[src/rtl/core/spc_pkg.sv]
package spc_pkg;

    localparam int IQ_W       = 16;
    localparam int POW_W      = 32;
    localparam int SUM_W      = 42;
    localparam int AVG_W      = 32;
    localparam int CLS_W      = 2;
    localparam int WIN_W      = 11;
    localparam int THR_W      = 32;
    localparam int CFG_IDX_W  = 2;
    localparam int CFG_DATA_W = 32;

    localparam logic [CFG_IDX_W-1:0] REG_WINDOW_LEN = 2'd0;
    localparam logic [CFG_IDX_W-1:0] REG_THR_LOW    = 2'd1;
    localparam logic [CFG_IDX_W-1:0] REG_THR_HIGH   = 2'd2;

    localparam logic [CLS_W-1:0] CLS_LOW  = 2'd0;
    localparam logic [CLS_W-1:0] CLS_MED  = 2'd1;
    localparam logic [CLS_W-1:0] CLS_HIGH = 2'd2;

    localparam logic [WIN_W-1:0] WIN_RESET      = 11'd64;
    localparam logic [THR_W-1:0] THR_LOW_RESET  = 32'h0000_0000;
    localparam logic [THR_W-1:0] THR_HIGH_RESET = 32'h8000_0000;

endpackage

[src/rtl/core/spc_div.sv]
module spc_div
    import spc_pkg::*;
#(
    parameter int DVS_W = 11
) (
    input  logic             i_clk,
    input  logic             i_rst_n,
    input  logic             i_start,
    input  logic [SUM_W-1:0] i_dividend,
    input  logic [DVS_W-1:0] i_divisor,
    output logic [SUM_W-1:0] o_quot,
    output logic             o_done
);

    localparam int CW = $clog2(SUM_W + 1);

    logic [CW-1:0]    r_cnt;
    logic             r_done;
    logic [DVS_W-1:0] r_rem;
    logic [SUM_W-1:0] r_quo;
    logic [DVS_W:0]   trial;
    logic [DVS_W:0]   diff;
    logic             qbit;
    logic [DVS_W-1:0] n_rem;
    logic [SUM_W-1:0] n_quo;

    always_comb begin
        trial = {r_rem, r_quo[SUM_W-1]};
        diff  = trial - {1'b0, i_divisor};
        qbit  = (trial >= {1'b0, i_divisor});
        n_rem = qbit ? diff[DVS_W-1:0] : trial[DVS_W-1:0];
        n_quo = {r_quo[SUM_W-2:0], qbit};
    end

    always_ff @(posedge i_clk) begin
        if (!i_rst_n) begin
            r_cnt  <= '0;
            r_done <= 1'b0;
        end else begin
            r_done <= 1'b0;
            if (i_start) begin
                r_cnt <= CW'(SUM_W);
            end else if (r_cnt != '0) begin
                r_cnt <= r_cnt - CW'(1);
                if (r_cnt == CW'(1)) begin
                    r_done <= 1'b1;
                end
            end
        end
    end

    always_ff @(posedge i_clk) begin
        if (i_start) begin
            r_rem <= '0;
            r_quo <= i_dividend;
        end else if (r_cnt != '0) begin
            r_rem <= n_rem;
            r_quo <= n_quo;
        end
    end

    assign o_quot = r_quo;
    assign o_done = r_done;

endmodule

[config.mk]
export PLATFORM = sky130hd
export DESIGN_NAME = spc_div
export DESIGN_NICKNAME = d
export VERILOG_FILES = /design/src/rtl/core/spc_pkg.sv /design/src/rtl/core/spc_div.sv
export SDC_FILE = /design/constraint.sdc
export NUM_CORES = 1
export LEC_CHECK = 0
export BUFFER_PORTS_ARGS = -buffer_cell sky130_fd_sc_hd__buf_4
export CORE_ASPECT_RATIO = 1.75
export CORE_UTILIZATION = 51
export DETAILED_ROUTE_END_ITERATION = 16
export PLACE_DENSITY = 0.8
export REMOVE_ABC_BUFFERS = 1
export SLEW_MARGIN = 40
export SYNTH_ARGS = -nofsm -noshare
export SYNTH_HDL_FRONTEND = slang
export SYNTH_SLANG_ARGS = --single-unit
[constraint.sdc]
create_clock -name i_clk -period 3.66 [get_ports i_clk]
set_input_delay 0.183 -clock i_clk [delete_from_list [all_inputs] [get_ports i_clk]]
set_output_delay 0.183 -clock i_clk [all_outputs]
set_load 0.01 [all_outputs]
# Word level (Yosys, flattened, before mapping)
# Index checks and enable logic that the tools add are counted.
dict set report totals {
  ff_bits 60
  input_bits 56
  output_inout_bits 43
  word_cells 21
}
dict set report op_classes {
  addsub 2
  n_lt_le_gt_ge 1
  eq_ne 1
  n_mux 6
  n_bitwise 2
  n_reduce_logical 4
}
# op n
set ops {}
lappend ops {{$mux 42} 2}
lappend ops {{$ge 12x11->1} 1}
lappend ops {{$mux 6} 2}
lappend ops {{$mux 11} 1}
lappend ops {{$sub 11x11->11} 1}
lappend ops {{$eq 6x1->1 const B} 1}
lappend ops {{$reduce_bool 6->1} 1}
lappend ops {{$sub 6x1->6 const B} 1}
lappend ops {{$reduce_or 3->1} 1}
lappend ops {{$not 1->1} 2}
lappend ops {{$reduce_bool 2->1} 1}
lappend ops {{$reduce_or 2->1} 1}
lappend ops {{$mux 1} 1}

# Longest topological paths before layout
dict set report depth {
  ltp_word 3
  ltp_mapped 10
  mapped_depth_nobuf 9
}

# Worst setup path before layout
# OpenSTA, ideal clock, no wires.
dict set report synth_timing {
  path_type {register -> register}
  start {reg r_cnt[4]}
  end {reg r_quo[0] (netlist: o_quot[0]), enable pin}
  setup_time_ns 0.545
  arrival_ns 2.011
  t_required_ns 3.115
  path_slack_ns 1.104
  stages_incl_launch_ff 5
  n_path_buf 1
  synth_period_minus_slack_ns 2.556
  path_cell_list {dfxtp_1 -> or3_1 -> nor3b_1 -> buf_2 -> nand2_1}
}
dict set report synth_via {
  elab_chain_cells 2
}
# element line_no
set synth_rtl {}
lappend synth_rtl {{start: declaration} spc_div.sv:17} ;# logic [CW-1:0] r_cnt;
lappend synth_rtl {{start signal: assignment} spc_div.sv:42} ;# r_cnt <= CW'(SUM_W);
lappend synth_rtl {{start signal: assignment} spc_div.sv:44} ;# r_cnt <= r_cnt - CW'(1);
lappend synth_rtl {{$reduce_bool 6->1} spc_div.sv:56} ;# end else if (r_cnt != '0) begin
lappend synth_rtl {{$reduce_bool 2->1 (no line)} -}
lappend synth_rtl {{end signal: assignment} spc_div.sv:55} ;# r_quo <= i_dividend;
lappend synth_rtl {{end signal: assignment} spc_div.sv:58} ;# r_quo <= n_quo;
lappend synth_rtl {{end: declaration} spc_div.sv:20} ;# logic [SUM_W-1:0] r_quo;
# Every way passes these cells.
# A chain may end at the register's enable or synchronous reset.

# Final worst setup path
dict set report layout_timing {
  start {reg r_quo[41] (netlist: o_quot[41])}
  end {reg r_rem[5]}
}
dict set report layout_via {
  elab_chain_cells 2
  word_cells_on_any_way 3
  classes_between {add/sub (1); order compare (1); mux (1)}
}
# element line_no
set layout_rtl {}
lappend layout_rtl {{$sub 11x11->11 / $ge 12x11->1 (equally long branches)} {spc_div.sv:29, spc_div.sv:30}}
lappend layout_rtl {{$mux 11 (*)} spc_div.sv:31} ;# n_rem = qbit ? diff[DVS_W-1:0] : trial[DVS_W-1:0];
lappend layout_rtl {{end signal: assignment} spc_div.sv:57} ;# r_rem <= n_rem;
lappend layout_rtl {{end: declaration} spc_div.sv:19} ;# logic [DVS_W-1:0] r_rem;
# Mark *: on every way between the ends. The rest lies on a longest branch, timed or not.

==> results.md <==
* Number of flops mapped to enable cells by yosys at 42
* PostCTS Resize Cnt at 0
* HPWL Detailed at approximately 5000 um
* Setup Skew at 0.005615 ns
* Setup TNS at 0 ns
* Starting density of the core at a little over half
* Avg Inst Size Synth at between 10 and 15 um2
* Ant diodes at 0
* IR drop worst, VDD at 353.4 uV
* Pint at 1.611 mW
* Required @ worst endpoint at about 4 ns
* CTS root buffer: clkbuf_8
* Synth unique cells at between 50 and 60
* Post-cts hold buffer count at 0
* Final setup viols at 0
* GRT overflow at 0
* Routed vias/inst at ~5.5
* Postcts setup bufs at 0
* Setup slack after layout at ~1.2 ns
* CP Launch Type: register
* Post-route ant nets at 0
* Clk slew on worst S/H paths at approximately 0.060 ns
* Vias in the first global route at 2515
* Worst slack at placement at between 1 and 1.5 ns
* RSZ-0062 raised after global routing: false
* Die Ht at about 110 um
* Critical path arrival at between 2 and 3 ns
* Die Area at around 0.0065 mm2
* Rows at 37
* PD cells at ~600 mW/mm2
* Comb pwr share at 39.8%
* Max cap viols at 0
* H-tree levels at 3
* Final min period at about 2.5 ns
* Yosys reg bits at 60
* Via count at ~2400
* Max Slew Vio Count at 0
* Max Buffers Root-to-Sink at 2
* CP max FO at 12
* Share of cells above drive strength 1 at 43.75%
* Core ar. at about 0.006 mm2
* Initial antenna violation count at 0
* Worst hold path type: input pin to register
* Post-synthesis sequential area ratio at slightly above 50%
* Post-synth ARST share at 0%
* DRC at 0
* Largest cells by area after synthesis: edfxtp_1, mux2_2, dfxtp_1
* Switching Power at roughly 840 uW
* 1st-pass router iterations at 4
* GRT Util Overall at 22.79%
* CTS Buf Count at 9
* Tcrit/Tclk final at about 68%
* Area Growth Syn to Fin at 29.77%
* Slew margin rel. at between 50% and 60%
* Chip width at between 60 and 70 um
* I/O pin count at 99
* Number of nets in the layout at about 430
* Post-layout util at about 69%
* Sw Share at between 30% and 40%
* Path type of the worst setup path: register to register
* Status: complete, no violations
* Reg power frac at 40.7%
* FMAX at 403.4 MHz
* FF-to-FF setup slack at between 1 and 1.5 ns
* Cell type with the highest aggregate area in the netlist: edfxtp_1
* CTS Sinks at 60
* Final hold vios at 0
* Clk Latency, worst-skew pair at roughly 0.33 ns
* Main flop type after synthesis: edfxtp_1
* Yosys warnings at 0
* Worst-margin pin slew at between 0.6 and 0.7 ns
* Largest net degree at the start of global routing at 55
* WL/cell at around 15 um
* CTS tree: done
* GPL Wtd Cong at between 0.8 and 0.9
* Worst Setup End Kind: register
* LEAKAGE at ~1.8 nW
* Clock power share at between 10% and 20%
* # port buffers at ~100
* Synthesized cell area at around 0.0032 mm2
* Post-synth top area share at between 30% and 40%
* First-pass GRT wire length at about 11000 um
* 1st-iter DRT viols at ~130
* Drt total wl at 6868 um
* Post-synthesis cell count at 266
## cell usage after synthesis, drive strengths merged (2+ instances only)
cell type,instances
a211oi,2
a21boi,3
a21o,3
a21oi,7
a311oi,7
a31oi,2
and3,3
buf,10
clkbuf,3
dfxtp,18
edfxtp,42
ha,14
inv,16
mux2,42
mux2i,2
nand2,19
nand2b,5
nand3,2
nor2,19
nor3,5
nor4,4
o211ai,2
o21a,2
o21ai,6
o31a,2
o41ai,2
or3,2
xnor2,6
## critical path, cell delays in order (launching register included)
cell      delay (ns)
edfxtp_1        0.37
inv_1           0.05
ha_1            0.20
fa_1            0.38
nand2b_2        0.21
a21oi_2         0.14
o31a_1          0.27
a21o_2          0.32
o311ai_0        0.18
a311oi_1        0.27
## placed cells by master (no fill, tap or decap), types with 4 or more instances in the layout
master,count
nor3_1,5
a311oi_1,7
ha_1,14
a21oi_1,5
nand2_1,18
nand2b_1,4
mux2_2,42
buf_4,99
nor2_1,19
inv_1,15
clkbuf_1,4
edfxtp_1,42
clkbuf_8,9
o21ai_0,6
dfxtp_1,18
xnor2_1,6
## per-stage QoR
step | power (mW) | instance area [um2] | cells | hold WS [ns]
6_report | 2.452 | 4101 | 446 | 0.1316
5_1_grt | 2.611 | 4101 | 446 | 0.1193
4_1_cts | 2.473 | 4101 | 446 | 0.1161
3_5_place_dp | 1.983 | 3949 | 430 | 0.4788
3_3_place_gp | 1.961 | 3940 | 430 | 0.4747
2_1_floorplan | 1.633 | 3097 | 253 | 0.2540
## power by group through the flow
| stage | registers (mW) | logic [mW] | clock network, mW |
|---|---|---|---|
| after floorplan | 1.03 | 0.606 | 0 |
| after global placement | 1.01 | 0.953 | 0 |
| after CTS | 0.998 | 0.980 | 0.495 |
| after global routing | 1.01 | 1.08 | 0.521 |
| final | 0.997 | 0.975 | 0.480 |
| after detailed placement | 1.01 | 0.974 | 0 |
## path summary, 6_finish.rpt
check	depth (start not counted)	to	startpoint
setup reg to reg	9	r_rem[5]	o_quot[41]
hold / removal	2	r_cnt[3]	i_rst_n
hold reg to reg	2	r_rem[6]	r_rem[5]
setup / recovery	9	r_rem[5]	o_quot[41]
## final cells by class
| class | instances | area (um2) |
|---|---|---|
| Timing Repair Buffer | 99 | 743.2 |
| Multi-Input combinational cell | 177 | 1426 |
| Inverter | 16 | 60.06 |
| Tap cell | 78 | 97.59 |
| Clock inverter | 3 | 13.76 |
| Clock buffer | 13 | 138.9 |
| Sequential cell | 60 | 1622 |
| Fill cell | 500 | 1824 |
## registers in the layout, summed over array words and instances (netlist names)
name and count:
o_done 1, o_quot 42, r_cnt 6, r_rem 11
## cells by family (layout without fill, tap and decap cells)
| kind of cell | Yosys count | count (layout) | share of synthesized area [%] |
|---|---|---|---|
| xor gates and xnor gates | 7 | 7 | 1.940 |
| DFF | 60 | 60 | 51.31 |
| muxes | 44 | 44 | 15.60 |
| and+or+nand+nor | 67 | 67 | 10.65 |
| buffers and inverters | 29 | 131 | 3.919 |
| AOI/OAI and AO/OA | 44 | 44 | 10.41 |
| adders and majority gates | 15 | 15 | 6.176 |
## layer usage
metal  track usage [%]  vias up  share of wire [%]
li1                  -     1184                  -
met4             9.048        0                1.0
met5                 0        -                  0
met1             24.21     1149                 37
met2             38.40       98                 53
met3             9.367        6                8.8
Power figures use the tool's default switching activity.
