File: src/rtl/core/spc_pkg.sv
package spc_pkg;

    localparam int IQ_W       = 16;
    localparam int POW_W      = 32;
    localparam int SUM_W      = 42;
    localparam int AVG_W      = 32;
    localparam int CLS_W      = 2;
    localparam int WIN_W      = 11;
    localparam int THR_W      = 32;
    localparam int CFG_IDX_W  = 2;
    localparam int CFG_DATA_W = 32;

    localparam logic [CFG_IDX_W-1:0] REG_WINDOW_LEN = 2'd0;
    localparam logic [CFG_IDX_W-1:0] REG_THR_LOW    = 2'd1;
    localparam logic [CFG_IDX_W-1:0] REG_THR_HIGH   = 2'd2;

    localparam logic [CLS_W-1:0] CLS_LOW  = 2'd0;
    localparam logic [CLS_W-1:0] CLS_MED  = 2'd1;
    localparam logic [CLS_W-1:0] CLS_HIGH = 2'd2;

    localparam logic [WIN_W-1:0] WIN_RESET      = 11'd64;
    localparam logic [THR_W-1:0] THR_LOW_RESET  = 32'h0000_0000;
    localparam logic [THR_W-1:0] THR_HIGH_RESET = 32'h8000_0000;

endpackage

File: src/rtl/core/spc_power.sv
module spc_power
    import spc_pkg::*;
#(
    parameter int SAMPLE_BITS = 16
) (
    input  logic             i_clk,
    input  logic             i_en,
    input  logic [IQ_W-1:0]  i_sample_i,
    input  logic [IQ_W-1:0]  i_sample_q,
    output logic [POW_W-1:0] o_power
);

    localparam int SB   = SAMPLE_BITS;
    localparam int FRAC = 2 * (SB - 1);
    localparam int LSH  = (FRAC <= 30) ? (30 - FRAC) : 0;
    localparam int RSH  = (FRAC > 30) ? (FRAC - 30) : 0;
    localparam int PW   = 2 * SB + 32;

    logic [SB+IQ_W-1:0]    ext_i;
    logic [SB+IQ_W-1:0]    ext_q;
    logic signed [SB-1:0]  si;
    logic signed [SB-1:0]  sq;
    logic signed [2*SB-1:0] prod_i;
    logic signed [2*SB-1:0] prod_q;
    logic [2*SB-1:0]       r_sq_i;
    logic [2*SB-1:0]       r_sq_q;
    logic [2*SB:0]         raw;
    logic [PW-1:0]         scaled;

    assign ext_i  = {{SB{1'b0}}, i_sample_i};
    assign ext_q  = {{SB{1'b0}}, i_sample_q};
    assign si     = $signed(ext_i[SB-1:0]);
    assign sq     = $signed(ext_q[SB-1:0]);
    assign prod_i = si * si;
    assign prod_q = sq * sq;

    always_ff @(posedge i_clk) begin
        if (i_en) begin
            r_sq_i <= $unsigned(prod_i);
            r_sq_q <= $unsigned(prod_q);
        end
    end

    assign raw     = {1'b0, r_sq_i} + {1'b0, r_sq_q};
    assign scaled  = ({{(PW-2*SB-1){1'b0}}, raw} << LSH) >> RSH;
    assign o_power = scaled[POW_W-1:0];

endmodule

File: config.mk
export PLATFORM = sky130hd
export DESIGN_NAME = spc_power
export DESIGN_NICKNAME = d
export VERILOG_FILES = /design/src/rtl/core/spc_pkg.sv /design/src/rtl/core/spc_power.sv
export SDC_FILE = /design/constraint.sdc
export NUM_CORES = 1
export LEC_CHECK = 0
export BUFFER_PORTS_ARGS = -buffer_cell sky130_fd_sc_hd__buf_2
export CORE_MARGIN = 4
export CORE_UTILIZATION = 50
export CTS_CLUSTER_DIAMETER = 80
export DETAILED_ROUTE_END_ITERATION = 12
export GPL_TIMING_DRIVEN = 0
export PLACE_DENSITY = 0.7
export REMOVE_ABC_BUFFERS = 1
export SETUP_SLACK_MARGIN = 0.5
export SLEW_MARGIN = 20
export SYNTH_ARGS = -nofsm -noshare
export SYNTH_HDL_FRONTEND = slang
export SYNTH_SLANG_ARGS = --single-unit
export TNS_END_PERCENT = 5
File: constraint.sdc
create_clock -name i_clk -period 6.7 [get_ports i_clk]
set_input_delay 0.67 -clock i_clk [delete_from_list [all_inputs] [get_ports i_clk]]
set_output_delay 0.67 -clock i_clk [all_outputs]
set_load 0.01 [all_outputs]
# Word level (Yosys, flattened, before mapping)
# Cells that the tools add are included.
# Widths: inputs -> output; s select.
[word_totals]
ff_bits = 64
inputBits = 34
output_inout_bits = 32
word_cells = 5
[classes]
multipliers = 2
n_addsub = 1
[op_table]
columns = ["cell", "count"]
rows = [
  ["$mul 16x16->32", 2],
  ["$add 32x32->32", 1],
]

# Logic depth before layout (Yosys ltp)
# Gate-level depths: netlist of run 1.
[depth]
depth_word = 1
mapped_depth = 25
mapped_depth_nobuf = 24

# Worst setup path before layout of run 1
# Ideal clock, no wire load.
[synth_timing]
path_kind = "in2reg"
from = "input port i_sample_q[5]"
to = "register r_sq_q[31], data pin"
t_arrival_ns = 6.526
slack_ns = -0.086
setup_ns = 0.260
n_path_buf = 2
path_stages = 23
required_ns = 6.440
path_cell_list = "clkbuf_1 -> clkbuf_1 -> nand2_1 -> fa_1 -> inv_1 -> fa_1 -> fa_1 -> fa_1 -> fa_1 -> inv_1 -> fa_1 -> inv_1 -> ha_1 -> a21o_1 -> a211o_1 -> or3b_1 -> a221oi_2 -> o31ai_1 -> a21oi_2 -> o211ai_2 -> a31o_1 -> a21oi_2 -> xnor2_1"
[synth_via]
elab_chain_len = 1
[synth_lines]
columns = ["element", "line_no", "text"]
rows = [
  ["start, declared", "spc_power.sv:9", "input logic [IQ_W-1:0] i_sample_q,"],
  ["$mul 16x16->32", "spc_power.sv:35", "assign prod_q = sq * sq;"],
  ["via prod_q[31]", "spc_power.sv:24", "logic signed [2*SB-1:0] prod_q;"],
  ["end signal, assigned", "spc_power.sv:40", "r_sq_q <= $unsigned(prod_q);"],
  ["end, declared", "spc_power.sv:26", "logic [2*SB-1:0] r_sq_q;"],
]
# The timed path passes the listed nets, and every way through them passes these cells.
# A chain may end at the register's enable or synchronous reset.

# Final worst setup path of run 1
[layout_timing]
from = "input port i_sample_q[15]"
to = "register r_sq_q[31], data pin"
# The elaborated chain is that of the path after synthesis.

==> impl_results.md, run 1 <==
- Sequential share of the synthesized area: 9.03%
- Rel. slew slack: 46.6%
- Via density: 5.13
- IO buf count: 65
- # diodes: 0
- CP max stage delay: 0.52 ns
- Post-detail-place hpwl: 35700 µm
- Fin crit share: 96.3%
- Hold Path Class: in -> reg
- F_max: 155 MHz
- Arrival time worst endpoint: 6.52 ns
- Die width: 211 µm
- H-tree levels: 3
- Prevailing post-synth register cell: edfxtp_1
- Die ar.: 44600 µm²
- CTS tree: done
- Hold Vio Cnt, Final: 0
- Critical path class: in -> reg
- Drt pass-1 iters: 5
- Chip height: 211 µm
- Dpl cell area: 21500 µm²
- Core Region: 40800 µm²
- Simple-gate share of the synthesized area: 9.09%
- Async set-reset flop share out of synthesis: 0%
- Mapped Area: 20600 µm²
- Avg Cell Area, Syn: 9.61 µm²
- CP startpoint kind: input port
- CTS Buf Count: 9
- Finished Cell Area: 22700 µm²
- Largest family of logic cells by synthesized area: adder cells
- Number of remaining DRC errors: 0
- Share of layout cells above drive strength 1: 9.21%
- Grt total ovfl: 0
- I/O Pins: 66
- Max_cap viols: 0
- Final GP Congestion: 0.878
- Synth Instances: 2147
- Row count: 74
- Initial drt markers: 747
- Largest net degree at the start of global routing: 63
- YS warnings: 0
- Routed wire per std cell: 15.7 µm
- Initial antenna violation count: 2
- Status: finished clean
- Filler cells: 3541
- Mux cell area share after synthesis: 0.0970%
- Initial core utilization: 50.5%
- Worst path buffer plus inverter count: 8
- Seq cells post-synth: 62
- GRT Total Usage: 20.5%
- RSZ-0062 raised after global routing: yes
- Antenna-violating nets left: 0
- Crit path capture type: register
- Crit path time final: 6.45 ns
- Setup violators final: 0
- Slowest CP cell: fa_1
- Via Count: 14100
- Final net count: 2921
- Number of global-route vias before repair: 15800
- Netlist cell types: 55
- Clock buffer depth: 2
- Post-Synth XOR/XNOR Area: 4.63%
- Post-synth EDFFs: 62
- TritonCTS Sinks: 62
- Synth-to-Final Area Change: 10.1%
- Worst path top cell family by delay: adder cells
- Worst-margin pin slew: 0.801 ns
- Worst EP required: 6.77 ns
- Crit Path Max Fanout: 10
- Crit path top cell by count: fa_1
- Worst-path clk slew: 0.06 ns
- Post-Route WL: 43100 µm
- First-pass GRT wire length: 74200 µm
- Compound-Gate Fraction of Synth Area: 6.24%
- Clk root buf: clkbuf_16
- Footprint of the multi-input gates: 16500 µm²
- Slew Viols, Final: 0
- Reg area: 1860 µm²
- Adder and majority gate portion of the synthesized area: 58.2%
==> cells by family (layout without fill, tap and decap cells) <==
group           after synthesis  after routing
simple gates                407            407
compound gates              187            187
xor+xnor                    109            109
buf+inv                     702            769
fa+ha+maj                   678            678
flops                        62             62
mux                           2              2
==> cells in the mapped netlist, types with 2 or more instances <==
cell / n / area [µm²]
buf_1: 2 / 7.51
nor2b_1: 13 / 81.3
nor2_1: 100 / 375
nand4_1: 2 / 12.5
a21boi_0: 2 / 15.0
a221oi_1: 2 / 17.5
o21bai_1: 12 / 90.1
clkbuf_1: 43 / 161
a31o_2: 10 / 87.6
nand3_1: 7 / 35.0
or2_2: 7 / 43.8
nor3_1: 12 / 60.1
a31oi_1: 2 / 12.5
or3_1: 2 / 12.5
nand2b_1: 11 / 68.8
ha_1: 210 / 2630
mux2i_1: 2 / 20.0
xor2_1: 25 / 219
a21oi_1: 58 / 290
o31a_1: 2 / 17.5
inv_1: 657 / 2470
and3_1: 6 / 37.5
o21ai_0: 20 / 100
a311oi_1: 2 / 17.5
o31ai_1: 4 / 30.0
edfxtp_1: 62 / 1860
o21a_1: 13 / 97.6
a21oi_2: 6 / 52.6
a21o_1: 29 / 218
a211o_1: 4 / 35.0
a221o_1: 2 / 20.0
a41o_1: 4 / 40.0
nand2_1: 163 / 612
fa_1: 468 / 9370
and2_1: 79 / 494
xnor2_1: 84 / 736
a31o_1: 2 / 17.5
==> routing by layer <==
layer	global-route usage (%)	share of wire [%]	up-vias
met2	36.8	53	287
met3	2.52	4.3	63
met5	0	0	-
met4	3.49	1.8	0
met1	27.2	41	7282
li1	-	-	6465
==> layout by cell type (no fill, tap or decap), drive strengths merged, types with 3 or more instances in the layout <==
cell | synthesis | final
inv | 657 | 650
fa | 468 | 468
ha | 210 | 210
nand2 | 163 | 163
nor2 | 100 | 100
buf | 2 | 94
xnor2 | 84 | 84
and2 | 79 | 79
a21oi | 64 | 64
edfxtp | 62 | 62
a21o | 29 | 29
xor2 | 25 | 25
o21ai | 22 | 22
nor2b | 13 | 13
o21a | 13 | 13
o21bai | 13 | 13
nor3 | 12 | 12
a31o | 12 | 12
nand2b | 11 | 11
clkbuf | 43 | 10
clkinvlp | 0 | 8
nand3 | 7 | 7
or2 | 7 | 7
and3 | 6 | 6
a41o | 4 | 4
a211o | 4 | 4
o31ai | 4 | 4
a221oi | 3 | 3
clkinv | 0 | 3
==> final timing paths <==
path  slack, ns          to      startpoint  cells past startpoint
max        0.25  r_sq_q[31]  i_sample_q[15]                     26
min        0.75   r_sq_q[0]   i_sample_q[0]                      1
==> through the flow <==
stage          instances  setup WS [ns]  utilization [%]  TNS (ns)  hold WS [ns]
2_1_floorplan       2102         0.0964                -         0         0.769
3_3_place_gp        2699         -0.863             52.5     -8.40          1.10
3_5_place_dp        2699         -0.967             52.5    -10.26          1.10
4_1_cts             2745          0.293             55.5         0         0.732
5_1_grt             2746         0.0402             55.6         0         0.737
6_report            2746          0.248             55.6         0         0.747
==> final cells by class <==
type,instances,share of cell area [%]
clock inverters,6,0.380
repair buffers,96,3.98
well taps,532,2.93
flip-flops and latches,62,8.20
multi-input cells,1383,72.5
clock buffers,10,1.01
inverters,657,11.0
==> sequential cells by signal, indices dropped and copies added, names as in the netlist <==
name / cells
r_sq_q: 31
r_sq_i: 31
==> what timing repair did <==
item	in CTS	in global routing
setup buffers	28	1
hold buffers	0	0
endpoints found under the setup margin	23	18
pin swaps	30	6
hold endpoints to repair	0	0
resized for setup	144	14
cloned	2	0
Power of run 1 is left out: the tool's default activity adds up to more than one toggle a clock period on the data nets, which glitch-free logic cannot reach.
==> run 2: changes to the inputs <==
Settings changed: PLACE_DENSITY 0.7 to not set, PLACE_DENSITY_LB_ADDON set to 0.05.
==> run 2 against run 1 <==
Against the previous run: core utilization rose by 0.16 points; largest cell class unchanged; wire length is 1.3% lower; die area is the same; cell count up 0.36%; maximum frequency rose by 0.84%; non-clock buffer count grew 10; worst hold slack lost 0.014 ns; worst setup slack gained 0.054 ns; sequential cell count is the same; global-route usage about the same; sequential share of layout area hardly changed; via count is 2.0% lower.
==> impl_results.md, run 2 (same netlist as run 1, synthesis figures left out) <==
- Most frequent cells in the layout: inv_1, fa_1, ha_1
- Clk root buf: clkbuf_16
- GR Util met3: 1.57%
- CTS tree: done
- Busiest layer in global routing: met2
- Initial antenna violation count: 0
- Row count: 74
- Met1 Track Usage GR: 28.1%
- Largest net degree at the start of global routing: 63
- Regs by FF count: r_sq_i: 31 flops, r_sq_q: 31 flops
- CTS Buf Count: 9
- Synth-to-Final Area Change: 10.4%
- Initial drt markers: 554
- RSZ-0062 raised after global routing: yes
- # diodes: 0
- Worst-margin pin slew: 0.807 ns
- Clock buffer depth: 2
- TritonCTS Sinks: 62
- Via density: 5.01
- Setup violators final: 0
- Via Count: 13800
- First-pass GRT wire length: 73800 µm
- Number of remaining DRC errors: 0
- Rel. slew slack: 46.2%
- Ordered list of cells on the worst path: buf_6 -> and2_4 -> fa_1 -> inv_1 -> fa_1 -> inv_1 -> fa_1 -> fa_2 -> fa_1 -> inv_1 -> fa_1 -> inv_1 -> ha_4 -> a21o_1 -> a21o_1 -> a21o_1 -> nand2_1 -> o221ai_4 -> a41o_1 -> or4b_4 -> a31o_1 -> a21oi_2 -> xnor2_1
- Slowest CP cell: or4b_4
- Filler cells: 3747
- I/O Pins: 66
- Worst-path clk slew: 0.05 ns
- Crit path capture type: register
- Hold Path Class: in -> reg
- Reg area: 1860 µm²
- Met2 GRT Util: 36.9%
- Initial core utilization: 50.5%
- Max_cap viols: 0
- Drt pass-1 iters: 6
- Post-detail-place hpwl: 35600 µm
- Post-Route WL: 42600 µm
- Setup slack after layout: 0.302 ns
- Core Region: 40800 µm²
- Die ar.: 44600 µm²
- Most common cell after layout, fill and taps aside: inv_1
- Share of layout cells above drive strength 1: 10.2%
- Routed wire per std cell: 15.4 µm
- Number of global-route vias before repair: 15500
- Status: finished clean
- Footprint of the multi-input gates: 16500 µm²
- Crit path time final: 6.40 ns
- CP startpoint kind: input port
- Crit Path Max Fanout: 21
- Antenna-violating nets left: 0
- Hold Vio Cnt, Final: 0
- Arrival time worst endpoint: 6.48 ns
- Crit path top cell by count: fa_1
- GRT Total Usage: 20.4%
- IO buf count: 65
- Critical path class: in -> reg
- Slew Viols, Final: 0
- F_max: 156 MHz
- Worst EP required: 6.78 ns
- H-tree levels: 3
- Die width: 211 µm
- Final net count: 2931
- Fin crit share: 95.5%
- Chip height: 211 µm
- Post-place setup slack: -0.904 ns
- CP max stage delay: 0.55 ns
- Final GP Congestion: 0.836
- Grt total ovfl: 0
-- run 2: changes by cell type in the layout (fill, tap and decap cells not counted), sizes merged --
| cell | before | now |
|---|---|---|
| bufbuf | 2 | 1 |
| clkinvlp | 8 | 12 |
| clkinv | 3 | 2 |
| bufinv | 2 | 1 |
| clkbuf | 10 | 11 |
| buf | 94 | 104 |
| inv | 650 | 648 |
-- run 2: layout make-up --
| type | count | share of cell area, % |
|---|---|---|
| multi-input cells | 1383 | 72.6 |
| inverters | 657 | 11.0 |
| flip-flops and latches | 62 | 8.17 |
| repair buffers | 106 | 4.10 |
| well taps | 532 | 2.92 |
| clock buffers | 10 | 1.01 |
| clock inverters | 6 | 0.275 |
-- run 2: worst paths after layout --
| path | startpoint | end | depth (start not counted) |
|---|---|---|---|
| max | i_sample_q[4] | r_sq_q[30] | 23 |
| min | i_sample_q[0] | r_sq_q[0] | 1 |
-- run 2: repair_timing --
action,4_1_cts,5_1_grt
endpoints found under the hold margin,0,0
gates cloned,1,0
pin swaps,38,16
hold buffers,0,0
setup buffers,39,1
gates resized for setup,152,22
endpoints found under the setup margin,22,18
-- run 2: routing by layer --
metal  vias to the layer above  wire [µm]
met5                         -          0
met4                         0        492
met3                        32       1110
met2                       159      22400
met1                      7129      18500
li1                       6490          -
-- run 2: stage by stage --
step,setup TNS [ns],utilization (%),cell area (µm²),cells,hold WS (ns)
3_5_place_dp,-9.75,52.5,21500,2699,1.12
2_1_floorplan,0,-,20500,2102,0.769
5_1_grt,0,55.8,22800,2756,0.725
6_report,0,55.8,22800,2756,0.733
4_1_cts,0,55.5,22700,2755,0.723
3_3_place_gp,-9.24,52.5,21500,2699,1.11
-- run 2: worst max-delay path: cells and delay by family --
family,cells,cell delay (ns)
compound gates,7,1.33
xor+xnor,1,0.07
fa+ha+maj,7,3.17
buf+inv,5,0.39
simple gates,3,0.85
Power of run 2 is left out for the same reason.
==> run 3: changes to the inputs <==
Settings changed: CORE_UTILIZATION 50 to 45.
Clock period 6.7 ns to 8.3 ns, I/O delays scaled along.
==> run 3 against run 2 <==
Against the previous run: sequential share of layout area grew 0.35 points; non-clock buffer count shrank 38; count of clock-buffer cells in the layout fell by 1; worst hold slack improved by 0.20 ns; core utilization fell by 7.7 points; sequential cell count stayed put; critical endpoint is now r_sq_q[31]; critical path depth increased by 1; via count down 1.1%; die area is 11% higher; design area down 4.2%; global-route usage is 2.0 points lower; cell count is 1.1% higher.
==> impl_results.md, run 3 (same netlist as run 1, synthesis figures left out) <==
- Status: finished clean
- Fin crit share: 89.5%
- Final cell count without fillers: 2787
- Ordered list of cells on the worst path: buf_2 -> inv_1 -> nor2_1 -> ha_1 -> xor2_1 -> fa_1 -> fa_1 -> inv_1 -> fa_1 -> fa_1 -> inv_1 -> fa_1 -> inv_1 -> ha_1 -> a21o_1 -> a211o_1 -> or3b_1 -> a221oi_2 -> o31ai_1 -> a21oi_2 -> o211ai_2 -> a31o_1 -> a21oi_2 -> xnor2_1
- Number of remaining DRC errors: 0
- Crit Path Max Fanout: 16
- Setup violators final: 0
- CP max stage delay: 0.55 ns
- Setup slack after layout: 0.874 ns
- Critical Path Start: i_sample_q[3]
- Drt pass-1 iters: 4
- Routed wire per std cell: 15.2 µm
- GRT Total Usage: 18.4%
- Share of layout cells above drive strength 1: 5.08%
- IO buf count: 65
- Crit path time final: 7.43 ns
- Most frequent cells in the layout: inv_1, fa_1, ha_1
- RSZ-0062 raised after global routing: yes
- Filler cells: 4438
- Die width: 222 µm
- CTS tree: done
- Clk root buf: clkbuf_16
- Hold path cells: 1
- Worst-path clk slew: 0.05 ns
- Post-Route WL: 42300 µm
- Initial core utilization: 45.5%
- Arrival time worst endpoint: 7.50 ns
- Post-detail-place hpwl: 36700 µm
- Synth-to-Final Area Change: 5.84%
- Final GP Congestion: 0.821
- F_max: 135 MHz
- CTS Buf Count: 9
- Regs by FF count: r_sq_i: 31 flops, r_sq_q: 31 flops
- Via Count: 13700
- Setup TNS: 0 ns
- Rel. slew slack: 44.1%
- Worst-margin pin slew: 0.839 ns
- Slew Viols, Final: 0
- Critical path class: in -> reg
- TritonCTS Sinks: 62
- Min-delay src: i_sample_i[0]
- Chip height: 222 µm
- Row count: 78
- Core Region: 45400 µm²
- Via density: 4.90
- Worst EP required: 8.38 ns
- Crit path capture type: register
- Clock buffer depth: 2
- Placed Cells: 2767
- Grt total ovfl: 0
- Die ar.: 49300 µm²
- Reg area: 1860 µm²
- Initial drt markers: 466
- CP startpoint kind: input port
- Slowest CP cell: fa_1
- H-tree levels: 3
- Initial antenna violation count: 1
- Number of global-route vias before repair: 15400
- Post-place setup slack: 0.466 ns
- Most common cell after layout, fill and taps aside: inv_1
- Antenna-violating nets left: 0
- Footprint of the multi-input gates: 16100 µm²
- Crit path top cell by count: fa_1
- Final net count: 2893
- First-pass GRT wire length: 74300 µm
- Largest net degree at the start of global routing: 63
- Hold Vio Cnt, Final: 0
- Max_cap viols: 0
- I/O Pins: 66
- Hold Path Class: in -> reg
[run 3: changes by cell type in the layout (fill, tap and decap cells not counted), sizes merged]
cell	previous run	this run
diode	0	1
clkinvlp	12	3
bufbuf	1	0
bufinv	1	0
clkinv	2	5
inv	648	656
buf	104	68
clkbuf	11	9
[run 3: final cells by class]
cell class              instances  area share, %
inverters                     657           11.3
well taps                     600           3.44
clock buffers                   9           1.03
multi-input cells            1383           73.9
diodes                          1         0.0115
clock inverters                 7          0.189
flip-flops and latches         62           8.53
repair buffers                 68           1.60
[run 3: through the flow]
step	utilization (%)	cell area, µm²	hold slack, ns
2_1_floorplan	-	20500	0.929
3_3_place_gp	47.5	21500	1.27
3_5_place_dp	47.5	21500	1.27
4_1_cts	48.0	21800	0.909
5_1_grt	48.1	21800	0.914
6_report	48.1	21800	0.928
[run 3: worst paths after layout]
kind | slack [ns] | endpoint
setup / recovery | 0.87 | r_sq_q[31]
hold / removal | 0.93 | r_sq_i[0]
[run 3: routing by layer]
| metal | up-vias | GRT usage [%] | routed length [µm] |
|---|---|---|---|
| met4 | 0 | 2.32 | 446 |
| li1 | 6420 | - | - |
| met3 | 38 | 2.14 | 1100 |
| met5 | - | 0 | 0 |
| met2 | 139 | 33.6 | 22400 |
| met1 | 7064 | 24.4 | 18300 |
[run 3: repair_timing]
item                                    CTS  global route
setup buffers                             0             3
gates resized for setup                   0             1
endpoints found under the setup margin    0             2
hold buffers                              0             0
[run 3: worst max-delay path, delay by kind of cell]
kind                       cells  cell delay (ns)
AOI/OAI and AO/OA              8             1.82
buffers and inverters          5             0.76
and+or+nand+nor                2             0.69
adders and majority gates      7             3.12
xor gates and xnor gates       2             0.28
Power of run 3 is left out for the same reason.
